[src/design/qoienc_pkg.sv]
`timescale 1ns / 1ps
// qoienc_pkg: shared constants and types for the QOI pixel encoder.
// Used by qoienc_outq and qoi_pixel_encoder; no dependencies.

package qoienc_pkg;

  localparam int CACHE_ENTRIES = 64;
  localparam int MAX_BYTES     = 14;
  localparam int COUNT_W       = $clog2(MAX_BYTES + 1);

  localparam logic [7:0] OP_RGB  = 8'hFE;
  localparam logic [7:0] OP_RGBA = 8'hFF;
  localparam logic [7:0] OP_RUN  = 8'hC0;
  localparam logic [7:0] OP_DIFF = 8'h40;
  localparam logic [7:0] OP_LUMA = 8'h80;

  localparam logic [5:0] RUN_LIMIT = 6'd62;

  localparam logic [7:0] ALPHA_OPAQUE = 8'hFF;

  localparam logic [7:0] END_PAD [8] = '{8'h00, 8'h00, 8'h00, 8'h00,
                                         8'h00, 8'h00, 8'h00, 8'h01};

  // all bytes one pixel causes, in stream order
  typedef struct packed {
    logic [MAX_BYTES-1:0][7:0] bytes;
    logic [COUNT_W-1:0]        count;
  } rec_t;

endpackage

[src/design/qoienc_ram.sv]
`timescale 1ns / 1ps
// qoienc_ram: generic single write port, single read port RAM, registered read.
// No dependencies.

module qoienc_ram #(
  parameter int WIDTH = 32,
  parameter int DEPTH = 64
) (
  input  logic                     clk,
  input  logic                     we,
  input  logic [$clog2(DEPTH)-1:0] waddr,
  input  logic [WIDTH-1:0]         wdata,
  input  logic                     re,
  input  logic [$clog2(DEPTH)-1:0] raddr,
  output logic [WIDTH-1:0]         rdata
);

  logic [WIDTH-1:0] mem [DEPTH];

  always_ff @(posedge clk) begin
    if (we) begin
      mem[waddr] <= wdata;
    end
    if (re) begin
      rdata <= mem[raddr];
    end
  end

endmodule

[src/design/qoienc_outq.sv]
`timescale 1ns / 1ps
// qoienc_outq: two-deep queue of per-pixel byte records, serialized one byte a word.
// Depends on qoienc_pkg.

module qoienc_outq (
  input  logic              clk,
  input  logic              rst,
  input  logic              push,
  input  qoienc_pkg::rec_t  push_rec,
  output logic              full,
  output logic              out_valid,
  input  logic              out_ready,
  output logic [7:0]        out_byte,
  output logic              last_of_item
);

  localparam int IDX_W = $clog2(qoienc_pkg::MAX_BYTES);

  qoienc_pkg::rec_t  slots [2];
  logic              wr_ptr;
  logic              rd_ptr;
  logic [1:0]        cnt;
  logic [IDX_W-1:0]  idx;
  logic              pop;
  qoienc_pkg::rec_t  head;

  assign head         = slots[rd_ptr];
  assign full         = (cnt == 2'd2);
  assign out_valid    = (cnt != 2'd0);
  assign out_byte     = head.bytes[idx];
  assign last_of_item = (qoienc_pkg::COUNT_W'(idx) == head.count - 1'b1);
  assign pop          = out_valid && out_ready && last_of_item;

  always_ff @(posedge clk) begin
    if (push) begin
      slots[wr_ptr] <= push_rec;
    end
  end

  always_ff @(posedge clk) begin
    if (rst) begin
      wr_ptr <= 1'b0;
      rd_ptr <= 1'b0;
      cnt    <= 2'd0;
      idx    <= '0;
    end else begin
      if (push) begin
        wr_ptr <= ~wr_ptr;
      end
      if (out_valid && out_ready) begin
        if (last_of_item) begin
          idx    <= '0;
          rd_ptr <= ~rd_ptr;
        end else begin
          idx <= idx + 1'b1;
        end
      end
      case ({push, pop})
        2'b10:   cnt <= cnt + 1'b1;
        2'b01:   cnt <= cnt - 1'b1;
        default: cnt <= cnt;
      endcase
    end
  end

endmodule

[src/design/qoi_pixel_encoder.sv]
`timescale 1ns / 1ps
// qoi_pixel_encoder: QOI op-byte encoder, one pixel per word, header not written.
// Depends on qoienc_pkg, qoienc_ram, qoienc_outq.

// Usage:
//   Pixel channel (in_valid/in_ready): red, green, blue, alpha, final_pixel.
//   Byte channel (out_valid/out_ready): out_byte, last_of_item marks the
//   final byte a pixel caused. A pixel that only extends a run gives none.
//   Config channel (cfg_valid/cfg_ready, always ready): alpha_enabled;
//   write only while no pixel is in flight.
// Timing: a pixel is registered on accept while its cache slot is read from
//   the color RAM; the encode stage then encodes it and pushes its bytes into
//   the registered output queue. One pixel per cycle is taken while the
//   output keeps up; sustained rate is set by the byte port, one byte per
//   cycle while out_ready is high.
// Reset: previous pixel 0,0,0,255, run 0, cache valid bits cleared (empty
//   entries read as zero), alpha_enabled 1. Encoding the final pixel queues
//   8 bytes of end padding and restores all of this state but alpha_enabled.
// Stall: a two-record output queue absorbs back pressure; when it is full
//   the encode stage holds and in_ready drops.

module qoi_pixel_encoder #(
  parameter int CACHE_ENTRIES = qoienc_pkg::CACHE_ENTRIES
) (
  input  logic       clk,
  input  logic       rst,
  input  logic       in_valid,
  output logic       in_ready,
  input  logic [7:0] red,
  input  logic [7:0] green,
  input  logic [7:0] blue,
  input  logic [7:0] alpha,
  input  logic       final_pixel,
  output logic       out_valid,
  input  logic       out_ready,
  output logic [7:0] out_byte,
  output logic       last_of_item,
  input  logic       cfg_valid,
  output logic       cfg_ready,
  input  logic       alpha_enabled
);

  localparam int SLOT_W = $clog2(CACHE_ENTRIES);

  logic alpha_en;

  // encode stage register
  logic              p_valid;
  logic [7:0]        p_r, p_g, p_b, p_a;
  logic              p_last;
  logic [SLOT_W-1:0] p_slot;

  // previous pixel and run
  logic [7:0] prev_r, prev_g, prev_b, prev_a;
  logic [5:0] run_length;

  logic [CACHE_ENTRIES-1:0] cache_valid;
  logic                     fwd_valid;
  logic [SLOT_W-1:0]        fwd_slot;
  logic [31:0]              fwd_data;
  logic [31:0]              ram_rdata;

  logic              accept;
  logic              process;
  logic              q_full;
  logic [7:0]        in_a;
  logic [12:0]       hash_sum;
  logic [SLOT_W-1:0] in_slot;

  logic        same;
  logic [31:0] packed_px;
  logic [31:0] entry;
  logic        cache_we;
  logic [5:0]  run_inc;
  logic [5:0]  run_length_next;
  logic        run_emit;
  logic [7:0]  run_byte;
  logic [4:0][7:0] op;
  logic [2:0]  op_len;
  logic [7:0]  dr, dg, db, drg, dbg;
  logic [7:0]  dr2, dg2, db2, dg32, drg8, dbg8;
  qoienc_pkg::rec_t rec;
  logic [4:0]  pos_j;
  logic [4:0]  pos_k;

  assign cfg_ready = 1'b1;
  assign accept    = in_valid && in_ready;
  assign process   = p_valid && !q_full;
  assign in_ready  = !p_valid || process;

  assign in_a     = alpha_en ? alpha : qoienc_pkg::ALPHA_OPAQUE;
  assign hash_sum = 13'(red) * 13'd3 + 13'(green) * 13'd5 + 13'(blue) * 13'd7
                  + 13'(in_a) * 13'd11;
  assign in_slot  = hash_sum[SLOT_W-1:0];

  always_ff @(posedge clk) begin
    if (rst) begin
      alpha_en <= 1'b1;
    end else if (cfg_valid && cfg_ready) begin
      alpha_en <= alpha_enabled;
    end
  end

  always_ff @(posedge clk) begin
    if (rst) begin
      p_valid <= 1'b0;
    end else if (accept) begin
      p_valid <= 1'b1;
    end else if (process) begin
      p_valid <= 1'b0;
    end
  end

  always_ff @(posedge clk) begin
    if (accept) begin
      p_r    <= red;
      p_g    <= green;
      p_b    <= blue;
      p_a    <= in_a;
      p_last <= final_pixel;
      p_slot <= in_slot;
    end
  end

  qoienc_ram #(
    .WIDTH (32),
    .DEPTH (CACHE_ENTRIES)
  ) u_cache (
    .clk   (clk),
    .we    (cache_we),
    .waddr (p_slot),
    .wdata (packed_px),
    .re    (accept),
    .raddr (in_slot),
    .rdata (ram_rdata)
  );

  // RAM read races a write on the same edge; forward that write
  always_ff @(posedge clk) begin
    if (rst) begin
      fwd_valid <= 1'b0;
    end else if (accept) begin
      fwd_valid <= cache_we && !p_last;
    end
  end

  always_ff @(posedge clk) begin
    if (accept) begin
      fwd_slot <= p_slot;
      fwd_data <= packed_px;
    end
  end

  always_comb begin
    packed_px = {p_r, p_g, p_b, p_a};
    same      = (packed_px == {prev_r, prev_g, prev_b, prev_a});
    cache_we  = process && !same;

    if (fwd_valid && fwd_slot == p_slot) begin
      entry = fwd_data;
    end else if (cache_valid[p_slot]) begin
      entry = ram_rdata;
    end else begin
      entry = '0;
    end

    dr   = p_r - prev_r;
    dg   = p_g - prev_g;
    db   = p_b - prev_b;
    drg  = dr - dg;
    dbg  = db - dg;
    dr2  = dr + 8'd2;
    dg2  = dg + 8'd2;
    db2  = db + 8'd2;
    dg32 = dg + 8'd32;
    drg8 = drg + 8'd8;
    dbg8 = dbg + 8'd8;

    run_inc         = run_length + 1'b1;
    run_emit        = 1'b0;
    run_byte        = '0;
    run_length_next = run_length;
    op              = '0;
    op_len          = '0;

    if (same) begin
      if (run_inc == qoienc_pkg::RUN_LIMIT || p_last) begin
        run_emit        = 1'b1;
        run_byte        = qoienc_pkg::OP_RUN | {2'b00, run_length};
        run_length_next = '0;
      end else begin
        run_length_next = run_inc;
      end
    end else begin
      run_emit        = (run_length != 6'd0);
      run_byte        = qoienc_pkg::OP_RUN | {2'b00, run_length - 1'b1};
      run_length_next = '0;
      if (entry == packed_px) begin
        op[0]  = 8'(p_slot);
        op_len = 3'd1;
      end else if (p_a == prev_a) begin
        if (dr2 < 8'd4 && dg2 < 8'd4 && db2 < 8'd4) begin
          op[0]  = qoienc_pkg::OP_DIFF | {2'b00, dr2[1:0], dg2[1:0], db2[1:0]};
          op_len = 3'd1;
        end else if (dg32 < 8'd64 && drg8 < 8'd16 && dbg8 < 8'd16) begin
          op[0]  = qoienc_pkg::OP_LUMA | {2'b00, dg32[5:0]};
          op[1]  = {drg8[3:0], dbg8[3:0]};
          op_len = 3'd2;
        end else begin
          op[0]  = qoienc_pkg::OP_RGB;
          op[1]  = p_r;
          op[2]  = p_g;
          op[3]  = p_b;
          op_len = 3'd4;
        end
      end else begin
        op[0]  = qoienc_pkg::OP_RGBA;
        op[1]  = p_r;
        op[2]  = p_g;
        op[3]  = p_b;
        op[4]  = p_a;
        op_len = 3'd5;
      end
    end
  end

  // lay out run byte, op bytes, then end padding
  always_comb begin
    pos_j = '0;
    pos_k = '0;
    for (int i = 0; i < qoienc_pkg::MAX_BYTES; i++) begin
      pos_j = 5'(i) - 5'(run_emit);
      pos_k = pos_j - 5'(op_len);
      if (run_emit && i == 0) begin
        rec.bytes[i] = run_byte;
      end else if (pos_j < 5'(op_len)) begin
        rec.bytes[i] = op[pos_j[2:0]];
      end else begin
        rec.bytes[i] = qoienc_pkg::END_PAD[pos_k[2:0]];
      end
    end
    rec.count = qoienc_pkg::COUNT_W'(run_emit) + qoienc_pkg::COUNT_W'(op_len)
              + (p_last ? qoienc_pkg::COUNT_W'(8) : '0);
  end

  always_ff @(posedge clk) begin
    if (rst) begin
      prev_r      <= '0;
      prev_g      <= '0;
      prev_b      <= '0;
      prev_a      <= qoienc_pkg::ALPHA_OPAQUE;
      run_length  <= '0;
      cache_valid <= '0;
    end else if (process) begin
      if (p_last) begin
        prev_r      <= '0;
        prev_g      <= '0;
        prev_b      <= '0;
        prev_a      <= qoienc_pkg::ALPHA_OPAQUE;
        run_length  <= '0;
        cache_valid <= '0;
      end else begin
        run_length <= run_length_next;
        if (!same) begin
          prev_r              <= p_r;
          prev_g              <= p_g;
          prev_b              <= p_b;
          prev_a              <= p_a;
          cache_valid[p_slot] <= 1'b1;
        end
      end
    end
  end

  qoienc_outq u_outq (
    .clk          (clk),
    .rst          (rst),
    .push         (process && rec.count != '0),
    .push_rec     (rec),
    .full         (q_full),
    .out_valid    (out_valid),
    .out_ready    (out_ready),
    .out_byte     (out_byte),
    .last_of_item (last_of_item)
  );

endmodule

[config.mk]
export PLATFORM = sky130hd
export DESIGN_NAME = qoi_pixel_encoder
export DESIGN_NICKNAME = d
export VERILOG_FILES = /design/src/design/qoienc_pkg.sv /design/src/design/qoienc_ram.sv /design/src/design/qoienc_outq.sv /design/src/design/qoi_pixel_encoder.sv
export SDC_FILE = /design/constraint.sdc
export NUM_CORES = 2
export LEC_CHECK = 0
export BUFFER_PORTS_ARGS = -buffer_cell sky130_fd_sc_hd__buf_4
export CAP_MARGIN = 10
export CORE_MARGIN = 1
export CORE_UTILIZATION = 26
export CTS_CLUSTER_SIZE = 20
export DETAILED_ROUTE_END_ITERATION = 6
export PLACE_DENSITY = 0.5
export SETUP_SLACK_MARGIN = 0.02
export SLEW_MARGIN = 20
export SYNTH_ARGS = -nofsm -noshare
export SYNTH_HDL_FRONTEND = slang
export SYNTH_SLANG_ARGS = --single-unit
[constraint.sdc]
create_clock -name clk -period 9.17 [get_ports clk]
set_input_delay 0.4585 -clock clk [delete_from_list [all_inputs] [get_ports clk]]
set_output_delay 0.4585 -clock clk [all_outputs]
set_load 0.005 [all_outputs]
## Word level (Yosys, flattened, before mapping)

Memory sizes are Yosys's and may differ from the RTL's. A register that Yosys moved wholly into a read port is not among the register bits.
Index checks and enable logic that the tools add are counted.

- Add/sub/neg operators: 50
- $mul: 4
- Order comparisons: 51
- Equality and inequality tests: 10
- Muxes and demuxes: 122
- Bitwise operators: 17
- Reductions and logical operators: 26

Operators by type and width:

| operator | number |
|---|---|
| $mux 8 | 72 |
| $bmux 8 s3 | 14 |
| $mux 32 | 4 |
| $mux 64 | 2 |
| $lt 5x3->1 | 14 |
| $eq 32x32->1 | 2 |
| $or 64x64->64 | 1 |
| $ge 4x4->1 const B | 14 |
| $lt 3x4->1 const B | 14 |
| $not 3->4 | 14 |
| $mux 40 | 1 |
| $sub 8x8->8 | 5 |
| $sub 3x3->3 | 12 |
| $bmux 8 s4 | 1 |
| $mux 16 | 2 |
| $sub 4x1->5 const A | 6 |
| $add 8x2->8 const B | 3 |
| $lt 8x3->1 const B | 3 |
| $mux 24 | 1 |
| $add 6x6->6 | 3 |
| $mux 6 | 3 |
| $add 8x4->8 const B | 2 |
| $lt 8x5->1 const B | 2 |
| $mul 8x3->6 const B | 2 |
| 40 further kinds | 83 |

- Register bits after elaboration: 190
- Memory bits (writable): 2280
- ROM bits: 896
- Input bits: 39
- Logic and storage cells: 317
- Memories: 16

Memory list:

| name | words | bits a word | rd ports | clocked after memory_dff | write ports | line | text |
|---|---|---|---|---|---|---|---|
| u_cache.mem | 64 | 32 | 1 | 1 | 1 | qoienc_ram.sv:18 | `logic [WIDTH-1:0] mem [DEPTH];` |
| u_outq.slots | 2 | 116 | 1 | 1 | 1 | qoienc_outq.sv:19 | `qoienc_pkg::rec_t slots [2];` |
| (no name shown) | 8 | 8 | 1 | 0 | 0 | qoi_pixel_encoder.sv:239 | `rec.bytes[i] = qoienc_pkg::END_PAD[pos_k[2:0]];` |
| (no name shown) | 8 | 8 | 1 | 0 | 0 | qoi_pixel_encoder.sv:239 |  |
| (no name shown) | 8 | 8 | 1 | 0 | 0 | qoi_pixel_encoder.sv:239 |  |
| (no name shown) | 8 | 8 | 1 | 0 | 0 | qoi_pixel_encoder.sv:239 |  |
| +10 memories | - | - | - | - | - | - |  |

## Logic depth before layout (Yosys ltp)

- Depth in word-level cells: 18
- Depth in mapped cells: 31
- Gate-level depth less buffers: 31

## By module

Synthesis repeated with hierarchy kept, for this count alone.

- Cell total of the unflattened synthesis: 5097
- Area total of the unflattened synthesis: 100794.2 um2

Modules (own cells, without submodules):

| module | instances | cells each | area an instance (um2) |
|---|---|---|---|
| qoienc_ram | 1 | 3324 | 78835.6 |
| qoi_pixel_encoder | 1 | 1359 | 12549.5 |
| qoienc_outq | 1 | 414 | 9409.0 |

## Worst setup path before layout

OpenSTA, ideal clock, no wires.

- Kind: register -> register
- Start point: register p_g[0]
- End point: memory u_outq.slots[0][0] (netlist name) (enable)
- Setup time: 0.506 ns
- Arrival: 9.410 ns
- Setup slack: -0.747 ns
- Cell stages (with the launch flop): 27
- Buffers on the path: 1
- Period minus slack after synthesis: 9.917 ns
- Path through: edfxtp_1 inv_1 ha_1 fa_1 nand2b_1 o2bb2ai_1 xnor2_1 inv_1 ha_1 ha_1 clkbuf_2 a21o_1 a221oi_1 xnor2_1 xnor2_1 xor2_1 o32ai_1 nand3_2 nor3_2 and2_4 inv_1 ha_1 or2_2 a2111oi_4 nor3_2 inv_1 nor2_1

RTL lines:

| element | line | text |
|---|---|---|
| from (decl) | qoi_pixel_encoder.sv:49 | `logic [7:0] p_r, p_g, p_b, p_a;` |
| from (signal assigned) | qoi_pixel_encoder.sv:117 | `p_g <= green;` |
| to (decl) | qoienc_outq.sv:19 |  |

==> summary.txt <==
STA
  • Final setup viols: 0
  • Slew Viols, Final: 0
  • Slew headroom: between 20% and 30%
  • Post-Route Setup TNS: 0 ns
  • Highest clock rate: 0.133 GHz
  • Final Hold Fails: 0
  • Post-Route Skew: ~0.077 ns
  • Final Cycle Share: 81.8%
  • RSZ-0062 raised after global routing: no
  • Worst-Margin Slew: 1.17 ns
  • Tmin final: 7.50 ns

Clock tree
  • Clock Sinks: between 2000 and 2500
  • Clk slew on worst S/H paths: about 0.070 ns
  • Skew-Pair Late Insertion Delay: about 0.89 ns
  • CTS tree: done
  • Postcts setup bufs: 0
  • Num CTS Buffers: 241
  • H-tree depth: 4
  • Clock buffer depth: 3
  • Root buffer cell: clkbuf_16

Final layout
  • Layout Cells excl Fill: between 10000 and 15000
  • Final Net Count: 5224
  • Share of layout cells above drive strength 1: 26.2%
  • Register cell area after layout: 71500 sq um
  • Area Overhead vs Synth: 16.3%
  • # fillers: about 36000
  • Multi-input logic area: 25300 sq um

Setup path
  • Critical path origin: p_r[1]
  • Setup crit start kind: register
  • WP data arrival: between 7 and 8 ns
  • CP endpoint: u_outq.slots[1][3]
  • FF-to-FF path depth: 24
  • Register-to-Register Setup Slack: 1.67 ns
  • Reg2reg start: p_r[1]
  • Critical Path End Type: register
  • CP max FO: 74
  • Crit path required time: 9.62 ns
  • Crit Reg-Reg Endpoint: u_outq.slots[1][3]
  • Kind of critical path: reg2reg

Global route
  • Initial antenna violation count: 14
  • Largest net degree at the start of global routing: between 100 and 150
  • GRT Util Overall: 14.3%
  • Vias in the first global route: 50200
  • First-pass GRT wire length: slightly below 400000 um
  • Overflow after GRT: 0

Floorplanning
  • Starting Density: 26.2%
  • Ports: 51
  • Die Y-Extent: between 600 and 700 um
  • Num rows: 224
  • Die width: 615 um
  • Full die area: 378000 sq um
  • Core area: roughly 370000 sq um

Logic synthesis
  • Main synth FF type: edfxtp_1
  • Number of flops mapped to enable cells by yosys: 2305
  • Syn Area/Cell: 20.3 sq um
  • Yosys synthesis warning count: 0
  • Netlist Area Pre-Place: 97700 sq um
  • Synth cell types: 102
  • Cell count after synthesis: 4803
  • Seq/Total Area, Yosys: 73.2%
  • Post-synth ARST share: 0%
  • Yosys reg bits: 2419

Power
  • Peak supply drop: 0.00118 V
  • Lkg Pwr: around 35 nW
  • PwrDens: roughly 340 nW/um^2

Placement
  • Cells after DPL: 9767
  • DPL Wire Length: 154000 um
  • PortBufs: 49
  • RD Place Congestion: about 0.84

Detailed routing
  • Via count: 49200
  • Vias per cell: 4.79
  • Drt initial violations: 5201
  • Drc violations: 0
  • WL/cell: 26.9 um
  • Post-DRT Antenna Nets: 0
  • Routed WL: approximately 280000 um
  • 1st-pass router iterations: 5

Flow run
  • Reported max-cap violation count: 0

Status
  • Status: completed

Hold path
  • WHS Path Cells: 2
  • Class of the worst hold path: in2reg
==> flip-flops by register name (all words and copies together), names as in the netlist, 8 cells and up, named ones only <==
name,cells
u_outq.slots,148
cache_valid,64
prev_b,8
p_a,8
p_r,8
prev_a,8
u_cache.mem,2048
p_g,8
prev_g,8
u_cache.rdata,32
fwd_data,32
p_b,8
prev_r,8
==> worst max-delay path, stage by stage (launching register included) <==
cell and delay [ns]:
edfxtp_1 0.37, buf_4 0.72, ha_1 0.34, nand2b_1 0.11, a21oi_1 0.16, xor2_1 0.31
inv_1 0.08, ha_1 0.29, inv_1 0.04, ha_1 0.36, a21o_1 0.22, a221oi_1 0.30
xnor2_1 0.13, xnor2_1 0.18, xor2_1 0.17, o32ai_1 0.49, nand3_2 0.28, nor3_2 0.27
and2_4 0.22, inv_1 0.10, ha_1 0.39, or2_2 0.19, a2111oi_4 0.06, nor3_2 0.34
and2_4 0.89
==> worst min-delay path by stage <==
stage	slack [ns]	start	end
6_report	0.07	alpha[0]	p_a[0]
5_1_grt	0.09	alpha[0]	p_a[0]
4_1_cts	0.05	alpha[0]	p_a[0]
3_5_place_dp	0.48	prev_a[4]	prev_a[4]
3_3_place_gp	0.48	fwd_valid	fwd_valid
2_1_floorplan	0.42	p_slot[1]	fwd_slot[1]
==> cells in the mapped netlist (all sizes together), types with 7 or more instances <==
library cell | n | area share [%]
o21ai | 68 | 0.36
fa | 30 | 0.61
a21oi | 52 | 0.28
nor2 | 235 | 0.93
nand2b | 35 | 0.22
xnor2 | 51 | 0.47
or3 | 8 | 0.051
inv | 144 | 0.56
nor4 | 21 | 0.14
xor2 | 46 | 0.41
nor3 | 30 | 0.17
o22ai | 47 | 0.30
dfxtp | 114 | 2.3
nor3b | 8 | 0.067
nand2 | 137 | 0.53
edfxtp | 2305 | 71
buf | 85 | 0.40
and2 | 16 | 0.11
a221oi | 11 | 0.11
o21bai | 7 | 0.058
nor2b | 27 | 0.17
mux2 | 43 | 0.51
nand3 | 29 | 0.15
mux2i | 79 | 0.82
mux4 | 677 | 16
a21o | 12 | 0.092
nand4 | 22 | 0.16
and3 | 12 | 0.077
a22oi | 101 | 0.78
ha | 81 | 1.0
a2111oi | 9 | 0.10
clkbuf | 162 | 0.62
o32ai | 7 | 0.070
==> layout by cell type, fill, tap and decap left out, types with 28 or more instances in the layout <==
| cell type | instances |
|---|---|
| edfxtp_1 | 2305 |
| mux4_2 | 677 |
| clkbuf_16 | 248 |
| buf_4 | 195 |
| nor2_1 | 167 |
| inv_1 | 140 |
| nand2_1 | 136 |
| dfxtp_1 | 113 |
| a22oi_1 | 101 |
| ha_1 | 78 |
| mux2i_1 | 77 |
| clkinv_1 | 69 |
| nor2_4 | 65 |
| o21ai_0 | 59 |
| clkbuf_1 | 58 |
| a21oi_1 | 51 |
| xnor2_1 | 48 |
| o22ai_1 | 47 |
| xor2_1 | 45 |
| clkinv_2 | 42 |
| mux2_2 | 38 |
| dlygate4sd3_1 | 36 |
| nand2b_1 | 35 |
| fa_1 | 29 |
| conb_1 | 29 |
| nand3_1 | 28 |
==> through the flow <==
stage	area, sq um	total power [mW]	worst slack [ns]	util [%]	hold WS [ns]
floorplan	97800	21.8	0.493	-	0.421
global route	114000	39.6	1.12	30.4	0.0861
CTS	114000	38.9	1.68	30.4	0.0503
detailed placement	105000	29.2	1.74	28.3	0.483
global placement	105000	29.2	1.79	28.3	0.477
finish	114000	38.3	1.67	30.4	0.0721
==> logic make-up after synthesis <==
| group | Yosys count | synth area share, % |
|---|---|---|
| flip-flops | 2419 | 73.2 |
| multiplexers | 799 | 16.9 |
| AND/OR/NAND/NOR | 603 | 2.97 |
| buffers and inverters | 395 | 1.59 |
| AO/OA/AOI/OAI | 376 | 2.71 |
| adder cells (fa/ha/maj) | 111 | 1.65 |
| XOR/XNOR | 98 | 0.908 |
| other | 2 | 0.00769 |
==> what timing repair did <==
item                                   in CTS  in global routing
endpoints found under the hold margin      46                  0
hold buffers                               36                  0
resized for setup                           0                  0
==> final cells by class <==
cell class	count	share of cell area [%]
clock buffer	312	5.73
sequential	2419	63.0
tap	4972	5.48
inverter	148	0.491
multi-input combinational	2016	22.3
timing repair buffer	248	1.91
antenna	5	0.0110
clock inverter	145	1.12
==> power breakdown <==
| part | internal, mW | leakage (nW) | switching [mW] | total [mW] |
|---|---|---|---|---|
| registers | 12.8 | 21.7 | 0.237 | 13.0 |
| clock network | 5.40 | 3.79 | 4.27 | 9.67 |
| logic | 5.83 | 9.76 | 9.81 | 15.6 |
==> per-layer routing <==
metal	global-route usage (%)	wire [um]
met4	3.54	6590
met2	23.1	131000
met3	2.10	16700
met5	0	0
met1	20.2	122000
Note: power is estimated with default switching activity, not from simulation.
